[config.mk]
export PLATFORM = sky130hd
export DESIGN_NAME = ticket_order_mutex_arbiter
export DESIGN_NICKNAME = d
export VERILOG_FILES = /design/src/hw/rtl/toma_pkg.sv /design/src/hw/rtl/toma_cell.sv /design/src/hw/rtl/ticket_order_mutex_arbiter.sv
export SDC_FILE = /design/constraint.sdc
export NUM_CORES = 1
export LEC_CHECK = 0
export ABC_AREA = 1
export BUFFER_PORTS_ARGS = -buffer_cell sky130_fd_sc_hd__buf_4
export CORE_MARGIN = 3
export CORE_UTILIZATION = 30
export CTS_BUF_LIST = sky130_fd_sc_hd__clkbuf_16
export DETAILED_ROUTE_END_ITERATION = 16
export GPL_TIMING_DRIVEN = 0
export PLACE_DENSITY_LB_ADDON = 0.05
export SLEW_MARGIN = 20
export SYNTH_ARGS = -nofsm -noshare
export SYNTH_HDL_FRONTEND = slang
export SYNTH_SLANG_ARGS = --single-unit
[constraint.sdc]
create_clock -name i_clk -period 3.8 [get_ports i_clk]
set_input_delay 0.38 -clock i_clk [delete_from_list [all_inputs] [get_ports i_clk]]
set_output_delay 0.38 -clock i_clk [all_outputs]
set_load 0.03 [all_outputs]
[src/hw/rtl/toma_pkg.sv]
// shared types and constants for the ticket order mutex arbiter
// used by toma_cell and ticket_order_mutex_arbiter; depends on nothing

package toma_pkg;

    // request codes
    localparam logic [1:0] OP_ACQUIRE = 2'd0;
    localparam logic [1:0] OP_RELEASE = 2'd1;
    localparam logic [1:0] OP_POLL    = 2'd2;

    // result status codes
    localparam logic [1:0] ST_OK       = 2'd0;
    localparam logic [1:0] ST_PHASE    = 2'd1;
    localparam logic [1:0] ST_OVERFLOW = 2'd2;
    localparam logic [1:0] ST_UNUSED   = 2'd3;

    // register file: one 32-bit register, word addressed by paddr[2]
    localparam int         APB_ADDR_BITS      = 3;
    localparam int         APB_DATA_BITS      = 32;
    localparam logic       REG_CLIENT_COUNT   = 1'b0;
    localparam int         CLIENT_COUNT_BITS  = 4;
    localparam logic [3:0] CLIENT_COUNT_RESET = 4'd8;

    typedef struct packed {
        logic [1:0] operation;
        logic [2:0] client;
    } t_in_item;

    typedef struct packed {
        logic        granted;
        logic [15:0] ticket_value;
        logic [1:0]  status;
    } t_out_item;

    // control half of the scan wave handed from cell to cell
    typedef struct packed {
        logic valid;
        logic beaten;
    } t_scan;

endpackage

[src/hw/rtl/toma_cell.sv]
// one client slot of the arbiter: holds that client's ticket and folds it
// into the scan wave (running maximum, lower-ticket test); uses toma_pkg

module toma_cell #(
    parameter int TICKET_BITS = 16,
    parameter int IDX_BITS    = 3,
    parameter int CELL_IDX    = 0
) (
    input  logic                      i_clk,
    input  logic                      i_rst_n,
    input  toma_pkg::t_scan           i_scan,
    input  logic [TICKET_BITS-1:0]    i_top,
    output toma_pkg::t_scan           o_scan,
    output logic [TICKET_BITS-1:0]    o_top,
    input  logic                      i_active,
    input  logic [IDX_BITS-1:0]       i_me,
    input  logic [TICKET_BITS-1:0]    i_mine,
    input  logic                      i_wr_en,
    input  logic [TICKET_BITS-1:0]    i_wr_ticket,
    output logic [TICKET_BITS-1:0]    o_ticket
);

    localparam logic [IDX_BITS-1:0] MY_IDX = IDX_BITS'(CELL_IDX);

    logic [TICKET_BITS-1:0] r_ticket;
    toma_pkg::t_scan        r_scan;
    toma_pkg::t_scan        n_scan;
    logic [TICKET_BITS-1:0] r_top;
    logic [TICKET_BITS-1:0] n_top;
    logic                   w_is_me;
    logic                   w_lower;
    logic                   w_beats;

    always_comb begin
        w_is_me = (i_me == MY_IDX);
        // ties go to the lower index
        w_lower = (r_ticket < i_mine) || ((r_ticket == i_mine) && (MY_IDX < i_me));
        w_beats = i_active && !w_is_me && (r_ticket != '0) && w_lower;
        n_top   = (i_active && (r_ticket > i_top)) ? r_ticket : i_top;
        n_scan.valid  = i_scan.valid;
        n_scan.beaten = i_scan.beaten | w_beats;
    end

    always_ff @(posedge i_clk) begin
        if (!i_rst_n) begin
            r_ticket <= '0;
            r_scan   <= '0;
        end else begin
            r_scan <= n_scan;
            if (i_wr_en && w_is_me) begin
                r_ticket <= i_wr_ticket;
            end
        end
    end

    always_ff @(posedge i_clk) begin
        r_top <= n_top;
    end

    assign o_scan   = r_scan;
    assign o_top    = r_top;
    assign o_ticket = r_ticket;

endmodule

[src/hw/rtl/ticket_order_mutex_arbiter.sv]
// top level of the ticket order mutex arbiter: request control, register port
// and the row of toma_cell slots; uses toma_pkg and toma_cell

// Bakery-style hardware mutex. Each client slot keeps a ticket (0 = idle);
// acquire hands out one above the largest active ticket, release clears the
// ticket of the client holding the lowest one, poll reports whether the client
// holds the lowest ticket (ties to the lower index). Requests are handled one
// at a time: an accepted item first fetches the client's ticket (S_LOAD), then
// the scan wave walks the row of client cells, registered once per cell
// (S_SCAN), and in S_DONE the ticket is written back and the result registered,
// waiting there while the output register still holds an untaken result; the
// next item is taken only after the return to idle. A refused out-of-range
// request skips the fetch and the scan and goes straight to S_DONE.
// The result sits in an output register, so the next item is taken while the
// previous result still waits. client_count lives at byte address 0 and may
// only be changed while no request is in flight.

module ticket_order_mutex_arbiter #(
    parameter int MAX_CLIENTS = 8,
    parameter int TICKET_BITS = 16
) (
    input  logic                                  i_clk,
    input  logic                                  i_rst_n,
    input  logic                                  i_in_valid,
    input  toma_pkg::t_in_item                    i_in_data,
    output logic                                  o_in_stall,
    output logic                                  o_out_valid,
    output toma_pkg::t_out_item                   o_out_data,
    input  logic                                  i_out_stall,
    input  logic                                  psel,
    input  logic                                  penable,
    input  logic                                  pwrite,
    input  logic [toma_pkg::APB_ADDR_BITS-1:0]    paddr,
    input  logic [toma_pkg::APB_DATA_BITS-1:0]    pwdata,
    output logic [toma_pkg::APB_DATA_BITS-1:0]    prdata,
    output logic                                  pready
);

    localparam int IDX_BITS = $clog2(MAX_CLIENTS);
    localparam int CNT_BITS = $clog2(MAX_CLIENTS + 1);

    typedef enum logic [3:0] {
        S_IDLE = 4'b0001,
        S_LOAD = 4'b0010,
        S_SCAN = 4'b0100,
        S_DONE = 4'b1000
    } t_state;

    t_state r_state;

    logic [toma_pkg::CLIENT_COUNT_BITS-1:0] r_cnt;
    logic [CNT_BITS-1:0]                    w_n;

    logic [1:0]             r_op;
    logic [IDX_BITS-1:0]    r_me;
    logic                   r_oor;
    logic [TICKET_BITS-1:0] r_mine;
    logic [TICKET_BITS-1:0] r_top;
    logic                   r_beaten;
    logic                   r_launch;

    logic                   r_out_valid;
    toma_pkg::t_out_item    r_out;
    toma_pkg::t_out_item    n_out;

    logic                   w_in_acc;
    logic                   w_oor;
    logic                   w_slot_free;
    logic                   w_wr_en;
    logic                   w_wr_need;
    logic [TICKET_BITS-1:0] w_wr_ticket;
    logic [TICKET_BITS-1:0] w_tv;
    logic [TICKET_BITS+15:0] w_tv_ext;
    logic                   w_holds;
    logic                   w_cfg_wr;

    toma_pkg::t_scan        w_scan [0:MAX_CLIENTS];
    logic [TICKET_BITS-1:0] w_top  [0:MAX_CLIENTS];
    logic [TICKET_BITS-1:0] w_tickets [0:MAX_CLIENTS-1];
    logic [MAX_CLIENTS-1:0] w_active;
    logic [MAX_CLIENTS:0]   w_wave;

    // register port
    assign pready   = 1'b1;
    assign w_cfg_wr = psel && penable && pwrite && pready
                    && (paddr[2] == toma_pkg::REG_CLIENT_COUNT);
    assign prdata   = (paddr[2] == toma_pkg::REG_CLIENT_COUNT)
                    ? {{(toma_pkg::APB_DATA_BITS - toma_pkg::CLIENT_COUNT_BITS){1'b0}}, r_cnt}
                    : '0;

    // active client count, capped at the number of cells
    always_comb begin
        if (int'(r_cnt) > MAX_CLIENTS) begin
            w_n = CNT_BITS'(MAX_CLIENTS);
        end else begin
            w_n = CNT_BITS'(r_cnt);
        end
    end

    assign o_in_stall  = (r_state != S_IDLE);
    assign w_in_acc    = i_in_valid && !o_in_stall;
    assign w_oor       = (int'(i_in_data.client) >= int'(w_n));
    assign w_slot_free = !r_out_valid || !i_out_stall;

    // row of client cells, wave enters at cell 0
    assign w_scan[0].valid  = r_launch;
    assign w_scan[0].beaten = 1'b0;
    assign w_top[0]         = '0;

    for (genvar k = 0; k < MAX_CLIENTS; k++) begin : g_cell
        assign w_active[k] = (k < int'(w_n));

        toma_cell #(
            .TICKET_BITS (TICKET_BITS),
            .IDX_BITS    (IDX_BITS),
            .CELL_IDX    (k)
        ) u_cell (
            .i_clk       (i_clk),
            .i_rst_n     (i_rst_n),
            .i_scan      (w_scan[k]),
            .i_top       (w_top[k]),
            .o_scan      (w_scan[k+1]),
            .o_top       (w_top[k+1]),
            .i_active    (w_active[k]),
            .i_me        (r_me),
            .i_mine      (r_mine),
            .i_wr_en     (w_wr_en),
            .i_wr_ticket (w_wr_ticket),
            .o_ticket    (w_tickets[k])
        );
    end

    for (genvar k = 0; k <= MAX_CLIENTS; k++) begin : g_wave
        assign w_wave[k] = w_scan[k].valid;
    end

    // result of the step from the scan summary
    always_comb begin
        w_holds     = (r_mine != '0) && !r_beaten;
        w_wr_need   = 1'b0;
        w_wr_ticket = '0;
        w_tv        = r_mine;
        n_out.granted = w_holds;
        n_out.status  = toma_pkg::ST_OK;
        if (r_oor) begin
            w_tv          = '0;
            n_out.granted = 1'b0;
            n_out.status  = toma_pkg::ST_PHASE;
        end else begin
            case (r_op)
                toma_pkg::OP_ACQUIRE: begin
                    if (r_mine != '0) begin
                        n_out.status = toma_pkg::ST_PHASE;
                    end else if (&r_top) begin
                        n_out.status  = toma_pkg::ST_OVERFLOW;
                        n_out.granted = 1'b0;
                    end else begin
                        // new ticket is above every other, so it wins only alone
                        w_wr_need     = 1'b1;
                        w_wr_ticket   = r_top + TICKET_BITS'(1);
                        w_tv          = w_wr_ticket;
                        n_out.granted = (r_top == '0);
                    end
                end
                toma_pkg::OP_RELEASE: begin
                    n_out.granted = 1'b0;
                    if (w_holds) begin
                        w_wr_need = 1'b1;
                        w_tv      = '0;
                    end else begin
                        n_out.status = toma_pkg::ST_PHASE;
                    end
                end
                toma_pkg::OP_POLL: begin
                    if (r_mine == '0) begin
                        n_out.status = toma_pkg::ST_PHASE;
                    end
                end
                default: begin
                    n_out.status = toma_pkg::ST_PHASE;
                end
            endcase
        end
        w_tv_ext           = {16'b0, w_tv};
        n_out.ticket_value = w_tv_ext[15:0];
    end

    assign w_wr_en = (r_state == S_DONE) && w_slot_free && w_wr_need;

    always_ff @(posedge i_clk) begin
        if (!i_rst_n) begin
            r_state     <= S_IDLE;
            r_out_valid <= 1'b0;
            r_launch    <= 1'b0;
            r_cnt       <= toma_pkg::CLIENT_COUNT_RESET;
        end else begin
            r_launch <= (r_state == S_LOAD);
            if (w_cfg_wr) begin
                r_cnt <= pwdata[toma_pkg::CLIENT_COUNT_BITS-1:0];
            end
            if (r_state == S_DONE && w_slot_free) begin
                r_out_valid <= 1'b1;
            end else if (r_out_valid && !i_out_stall) begin
                r_out_valid <= 1'b0;
            end
            unique case (r_state)
                S_IDLE: begin
                    if (w_in_acc) begin
                        r_state <= w_oor ? S_DONE : S_LOAD;
                    end
                end
                S_LOAD: begin
                    r_state <= S_SCAN;
                end
                S_SCAN: begin
                    if (w_scan[MAX_CLIENTS].valid) begin
                        r_state <= S_DONE;
                    end
                end
                S_DONE: begin
                    if (w_slot_free) begin
                        r_state <= S_IDLE;
                    end
                end
                default: begin
                    r_state <= S_IDLE;
                end
            endcase
        end
    end

    always_ff @(posedge i_clk) begin
        if (w_in_acc) begin
            r_op  <= i_in_data.operation;
            r_me  <= IDX_BITS'(i_in_data.client);
            r_oor <= w_oor;
        end
        if (r_state == S_LOAD) begin
            r_mine <= w_tickets[r_me];
        end
        if (r_state == S_SCAN && w_scan[MAX_CLIENTS].valid) begin
            r_top    <= w_top[MAX_CLIENTS];
            r_beaten <= w_scan[MAX_CLIENTS].beaten;
        end
        if (r_state == S_DONE && w_slot_free) begin
            r_out <= n_out;
        end
    end

    assign o_out_valid = r_out_valid;
    assign o_out_data  = r_out;

    a_wave_single: assert property (@(posedge i_clk) disable iff (!i_rst_n)
        $onehot0(w_wave))
        else $error("more than one scan wave in the cell row");

    a_wave_exit: assert property (@(posedge i_clk) disable iff (!i_rst_n)
        w_scan[MAX_CLIENTS].valid |-> (r_state == S_SCAN))
        else $error("scan wave left the row outside the scan state");

    a_accept_next: assert property (@(posedge i_clk) disable iff (!i_rst_n)
        w_in_acc |=> (r_state == S_LOAD || r_state == S_DONE))
        else $error("accepted item did not start a step");

    a_done_emits: assert property (@(posedge i_clk) disable iff (!i_rst_n)
        (r_state == S_DONE && w_slot_free) |=> o_out_valid)
        else $error("finished step produced no result");

    a_status_code: assert property (@(posedge i_clk) disable iff (!i_rst_n)
        o_out_valid |-> (o_out_data.status != toma_pkg::ST_UNUSED))
        else $error("result carries an unused status code");

endmodule
==> results.json, run 1 <==
{
  "tritoncts": "built",
  "synth_top_family_by_area": "simple AND/OR/NAND/NOR gates",
  "r2r-end": "o_out_data[4]",
  "tightest_slew_ns": 1.242,
  "drive_above_1_share_pct": 6.727,
  "async_flop_share_pct": 0,
  "clkPwrFrac_pct": 49.8,
  "slew_headroom_pct": 16.99,
  "ys_types": 43,
  "clk_pin_slew_ns": 0.06,
  "yosysSeqAreaShare_pct": 36.91,
  "vias_per_cell": 5.073,
  "regArea_sq_um": 7387,
  "die_y_microns": 264.3,
  "fin_ws_ns": 0.2874,
  "fillers": 7003,
  "overflow": 0,
  "dr.pass1.iters": 5,
  "vias": 19018,
  "whs_path_depth": 3,
  "gp_congestion": 1.044,
  "grt.total_usage_pct": 25.81,
  "status": "complete, no violations",
  "p_int_mw": 6.422,
  "synthFlopType": "dfxtp_1",
  "grt_pass1_wl_microns": 129800,
  "grt_max_degree": 28,
  "ios": 101,
  "cts.path.max_buffers": 3,
  "holdPathEnd": "r_state[1]",
  "p_seq_share_pct": 43.3,
  "synth_edf_count": 58,
  "synth_cells": 2730,
  "synth.cell_area_sq_um": 20010,
  "swShare_pct": 25.54,
  "post-route-util_pct": 34.93,
  "leakagePower_nw": 10.54,
  "finalCritPeriodShare_pct": 92.44,
  "end_kind": "flop",
  "rsz0062_at_grt": "no",
  "root_buffer": "clkbuf_16",
  "synth_fa_ha_area_share_pct": 15.25,
  "area_growth_pct": 15.16,
  "yosys_warnings": 0,
  "numCtsBuffers": 44,
  "start_kind": "flop",
  "fmax_mhz": 284.7,
  "antenna_found_initial": 4,
  "crit_fanout": 10,
  "max_cap_violations": 0,
  "synth_seq_cells": 340,
  "dpl_cell_area_sq_um": 21530,
  "final_cell_mix": "604 x nand2_1, 378 x nor2_1, 356 x inv_1",
  "slew_viol_final": 0,
  "irDropWorstVdd_mv": 0.2543,
  "place_ws_ns": 0.007062,
  "antenna_left": 0,
  "clkSinkCount": 340,
  "p_comb_share_pct": 6.9,
  "setup_viol": 0,
  "multi_input_area_sq_um": 10810,
  "fin_nets": 3142,
  "place_hpwl_microns": 69650,
  "worst_clock_skew_ns": 0.04769,
  "synth_compound_area_share_pct": 10.36,
  "wl_microns": 91510,
  "design_area_sq_um": 23050,
  "reg2reg_slack_ns": 0.29,
  "reg2reg_depth": 8,
  "h-tree-depth": 2,
  "crit_required_ns": 4.19,
  "fin_crit_ns": 3.513,
  "p_sw_mw": 2.203,
  "die_area_sq_um": 69840,
  "avgSynthCellArea_sq_um": 7.331,
  "min_from": "i_in_valid",
  "min_path_type": "in -> reg",
  "critical_path_arrival_ns": 3.91,
  "grt_pass1_vias": 18344,
  "core-area_sq_um": 65980,
  "synthMuxAreaShare_pct": 0,
  "r2r-start": "r_mine[0]",
  "insertion_delay_ns": 0.60,
  "start_util_pct": 30.33,
  "finalPower_mw": 8.625,
  "port_buffers": 40,
  "wl_per_cell_microns": 24.41,
  "dieWidth_microns": 264.3,
  "row_count": 94,
  "worst-setup-path-type": "reg -> reg",
  "synthXorXnorAreaFrac_pct": 0.1313,
  "final_common_cell": "nand2_1",
  "synth-simple-area-share_pct": 27.66,
  "power.density_nw_per_um2": 374.2,
  "finalHoldViolations": 0,
  "drtIter0Drc": 1335,
  "drc": 0
}
==> how the worst max path moves through the flow <==
stage	startpoint	end	slack (ns)
2_1_floorplan	r_state[2]	r_state[0]	1.65
3_3_place_gp	r_mine[0]	g_cell[3].u_cell.o_ticket[3]	-0.05
3_5_place_dp	r_mine[0]	g_cell[3].u_cell.o_ticket[3]	0.007
4_1_cts	r_mine[0]	o_out_data[4]	0.30
5_1_grt	r_mine[0]	g_cell[3].u_cell.o_ticket[3]	0.18
6_report	r_mine[0]	o_out_data[4]	0.29
==> layer usage <==
layer	global-route usage, %	up-vias	wire length (microns)
met1	34.29	9074	40690
li1	-	9206	-
met5	0	-	0
met3	2.366	143	4421
met2	43.16	595	42510
met4	10.44	0	3880
==> worst max-delay path, stage by stage (launching register included) <==
cell      delay [ns]
edfxtp_1        0.85
nor2_1          0.25
nand2_1         0.06
nor2_1          0.11
nand2_2         0.15
nor2_2          0.28
buf_4           0.25
nand3_1         0.88
o211ai_1        0.46
==> layout make-up <==
type | count | share of cell area [%]
Multi-Input combinational cell | 1952 | 46.90
Sequential cell | 340 | 32.05
Inverter | 353 | 5.749
Clock buffer | 46 | 4.995
Tap cell | 864 | 4.691
Buffer | 112 | 2.633
Timing Repair Buffer | 48 | 1.645
Clock inverter | 33 | 1.325
Antenna cell | 1 | 0.01086
==> cell usage after synthesis, types with 11 or more instances <==
master,number,area [sq um]
ha_1,244,3053
edfxtp_1,58,1742
inv_1,345,1295
a221oi_1,30,262.8
o22ai_1,12,75.07
dfxtp_1,282,5645
o21ai_0,134,670.6
o21a_1,12,90.09
a21oi_1,138,690.7
nand2_1,604,2267
nand3_1,197,986.0
nor4_1,24,150.1
buf_1,11,41.29
nor2_1,381,1430
nor3_1,26,130.1
buf_2,16,80.08
buf_4,32,240.2
nand4_1,51,319.1
a31oi_1,12,75.07
clkbuf_1,47,176.4
==> registers in the layout (all words and copies together) (netlist names) <==
signal and flops:
r_me 3, g_cell.u_cell.o_ticket 128, r_state 4, r_op 2, r_oor 1, r_beaten 1, r_launch 1, g_cell.u_cell.o_scan 16
r_cnt 4, o_out_valid 1, o_out_data 19, g_cell.u_cell.o_top 128, r_top 16, r_mine 16
==> stage by stage <==
stage	instances	TNS, ns	hold slack, ns
6_report	3749	0	0.08143
3_5_place_dp	3663	0	0.3897
4_1_cts	3748	0	0.05402
3_3_place_gp	3661	-0.1599	0.3898
2_1_floorplan	2757	0	0.3855
5_1_grt	3748	0	0.07858
==> logic make-up (layout without fill, tap and decap cells) <==
family	after synthesis	after routing
AND/OR/NAND/NOR	1312	1312
buffers and inverters	465	592
AO/OA/AOI/OAI	364	364
flip-flops	340	340
adder cells (fa/ha/maj)	244	244
XOR/XNOR	3	3
other	2	30
==> power groups by stage <==
stage / logic [mW] / registers (mW) / clock network, mW
finish: 0.597 / 3.73 / 4.29
global route: 0.645 / 3.73 / 4.50
CTS: 0.592 / 3.73 / 4.38
detailed placement: 0.585 / 3.81 / 0
global placement: 0.576 / 3.81 / 0
floorplan: 0.361 / 3.80 / 0
==> timing repair <==
| item | in CTS | in global routing |
|---|---|---|
| endpoints found under the hold margin | 6 | 0 |
| resized for setup | 1 | 0 |
| setup endpoints to repair | 3 | 0 |
| buffers inserted | 0 | 0 |
| hold buffers | 6 | 0 |
(Power assumes the default switching activity.)
==> run 2, diff against run 1 <==
Settings changed: CORE_MARGIN 3 to 8, GPL_TIMING_DRIVEN 0 to not set, HOLD_SLACK_MARGIN set to 0.15.
==> results.json, run 2 (same netlist as run 1, synthesis figures left out) <==
{
  "reg2reg_slack_ns": 0.81,
  "min_path_type": "in -> reg",
  "worst_clock_skew_ns": 0.01961,
  "finalHoldViolations": 0,
  "h-tree-depth": 2,
  "tritoncts": "built",
  "use_met1_pct": 31.02,
  "port_buffers": 41,
  "slew_viol_final": 0,
  "row_count": 94,
  "root_buffer": "clkbuf_16",
  "drtIter0Drc": 1461,
  "tightest_slew_ns": 1.045,
  "reg2reg_depth": 12,
  "leakagePower_nw": 10.57,
  "dr.pass1.iters": 5,
  "max_cap_violations": 0,
  "fin_crit_ns": 2.987,
  "place_ws_ns": 0.9008,
  "start_util_pct": 30.39,
  "drive_above_1_share_pct": 7.684,
  "critPathCapture": "g_cell[3].u_cell.o_ticket[3]",
  "cts.path.max_buffers": 3,
  "clkPwrFrac_pct": 50.0,
  "p_int_mw": 6.397,
  "swShare_pct": 25.77,
  "worst-setup-path-type": "reg -> reg",
  "power.density_nw_per_um2": 373.7,
  "finalCritPeriodShare_pct": 78.60,
  "wl_microns": 89380,
  "crit_fanout": 7,
  "clk_pin_slew_ns": 0.05,
  "die_y_microns": 274.3,
  "core-area_sq_um": 65860,
  "insertion_delay_ns": 0.59,
  "ios": 101,
  "area_growth_pct": 15.23,
  "gr-max-usage-layer": "met2",
  "setup_viol": 0,
  "finalSetupTns_ns": 0,
  "p_seq_share_pct": 43.3,
  "critical_path_arrival_ns": 3.49,
  "antenna_found_initial": 3,
  "p_sw_mw": 2.221,
  "overflow": 0,
  "grt_pass1_vias": 18143,
  "end_kind": "flop",
  "fmax_mhz": 334.8,
  "final_cell_mix": "604 x nand2_1, 377 x nor2_1, 351 x inv_1",
  "grt_max_degree": 53,
  "gp_congestion": 0.9535,
  "slew_headroom_pct": 29.88,
  "cts_resized": 0,
  "p_comb_share_pct": 6.6,
  "vias_per_cell": 5.118,
  "grt.total_usage_pct": 23.31,
  "start_kind": "flop",
  "die_area_sq_um": 75230,
  "fin_ws_ns": 0.8132,
  "r2r-start": "r_top[0]",
  "dieWidth_microns": 274.3,
  "place_hpwl_microns": 66880,
  "final_common_cell": "nand2_1",
  "vias": 19009,
  "fin_nets": 3108,
  "gr-usage-met2_pct": 37.58,
  "drc": 0,
  "wl_per_cell_microns": 24.07,
  "grt_pass1_wl_microns": 127400,
  "status": "complete, no violations",
  "r2r-end": "g_cell[3].u_cell.o_ticket[3]",
  "diodes": 0,
  "irDropWorstVdd_mv": 0.2232,
  "clkSinkCount": 340,
  "crit_required_ns": 4.30,
  "rsz0062_at_grt": "no",
  "numCtsBuffers": 45,
  "use_met3_pct": 3.145,
  "startpoint": "r_top[0]",
  "antenna_left": 0
}
[run 2: cell count changes in the layout (fill, tap and decap cells not counted), sizes merged, moves of 2 or more]
| cell | delta |
|---|---|
| inv | -4 |
| clkinv | +3 |
| clkinvlp | +2 |
| buf | +6 |
| clkbuf | -46 |
| dlygate4sd3 | +6 |
[run 2: cell type report]
class / count / area (sq um)
tap: 864 / 1081
fill: 7022 / 42800
clock inverter: 33 / 286.5
clock buffer: 47 / 1176
sequential: 340 / 7387
timing repair buffer: 125 / 993.5
multi-input combinational: 1952 / 10810
inverter: 353 / 1325
[run 2: power groups by stage]
stage               Clock [mW]  Sequential, mW  Combinational, mW
global placement             0            3.81              0.551
floorplan                    0            3.80              0.361
global route              4.57            3.73              0.617
detailed placement           0            3.81              0.555
CTS                       4.44            3.73              0.567
finish                    4.31            3.73              0.573
[run 2: layer usage]
layer	vias to the layer above	part of all wire [%]	wire [microns]
li1	9126	-	-
met1	9125	45	40040
met2	602	45	40130
met3	154	5.8	5143
met4	2	4.5	4058
met5	-	0.015	13
[run 2: timing repair]
action / CTS / global route
setup endpoints to repair: 0 / 0
setup buffers: 0 / 0
hold endpoints to repair: 22 / 0
hold buffers: 12 / 0
[run 2: how the worst min path moves through the flow]
stage,endpoint,from,cells past startpoint
after global placement,r_top[2],g_cell[7].u_cell.o_top[2],0
after CTS,r_cnt[3],psel,3
after global routing,r_cnt[3],psel,3
after floorplan,r_beaten,g_cell[7].u_cell.o_scan[0],0
after detailed placement,r_top[12],g_cell[7].u_cell.o_top[12],0
final,r_cnt[3],psel,3
[run 2: metrics by stage]
stage	utilization [%]	cell area, sq um	hold slack [ns]	power, mW	instances
after floorplan	-	20110	0.3855	4.161	2757
after global placement	32.61	21480	0.3896	4.361	3622
after detailed placement	32.61	21480	0.3906	4.364	3622
after CTS	35.01	23060	0.2059	8.738	3714
after global routing	35.01	23060	0.2329	8.919	3714
final	35.01	23060	0.2422	8.618	3714
[run 2: critical path: stages (launching register included)]
cell and delay, ns:
edfxtp_1 0.45, ha_1 0.25, nand2_1 0.09, nor2_1 0.06
nand2_1 0.20, nor2_2 0.13, nor2_2 0.13, nand2_1 0.14
nor2_1 0.58, inv_1 0.48, nand3_1 0.20, nand2_1 0.06
nor2_1 0.13
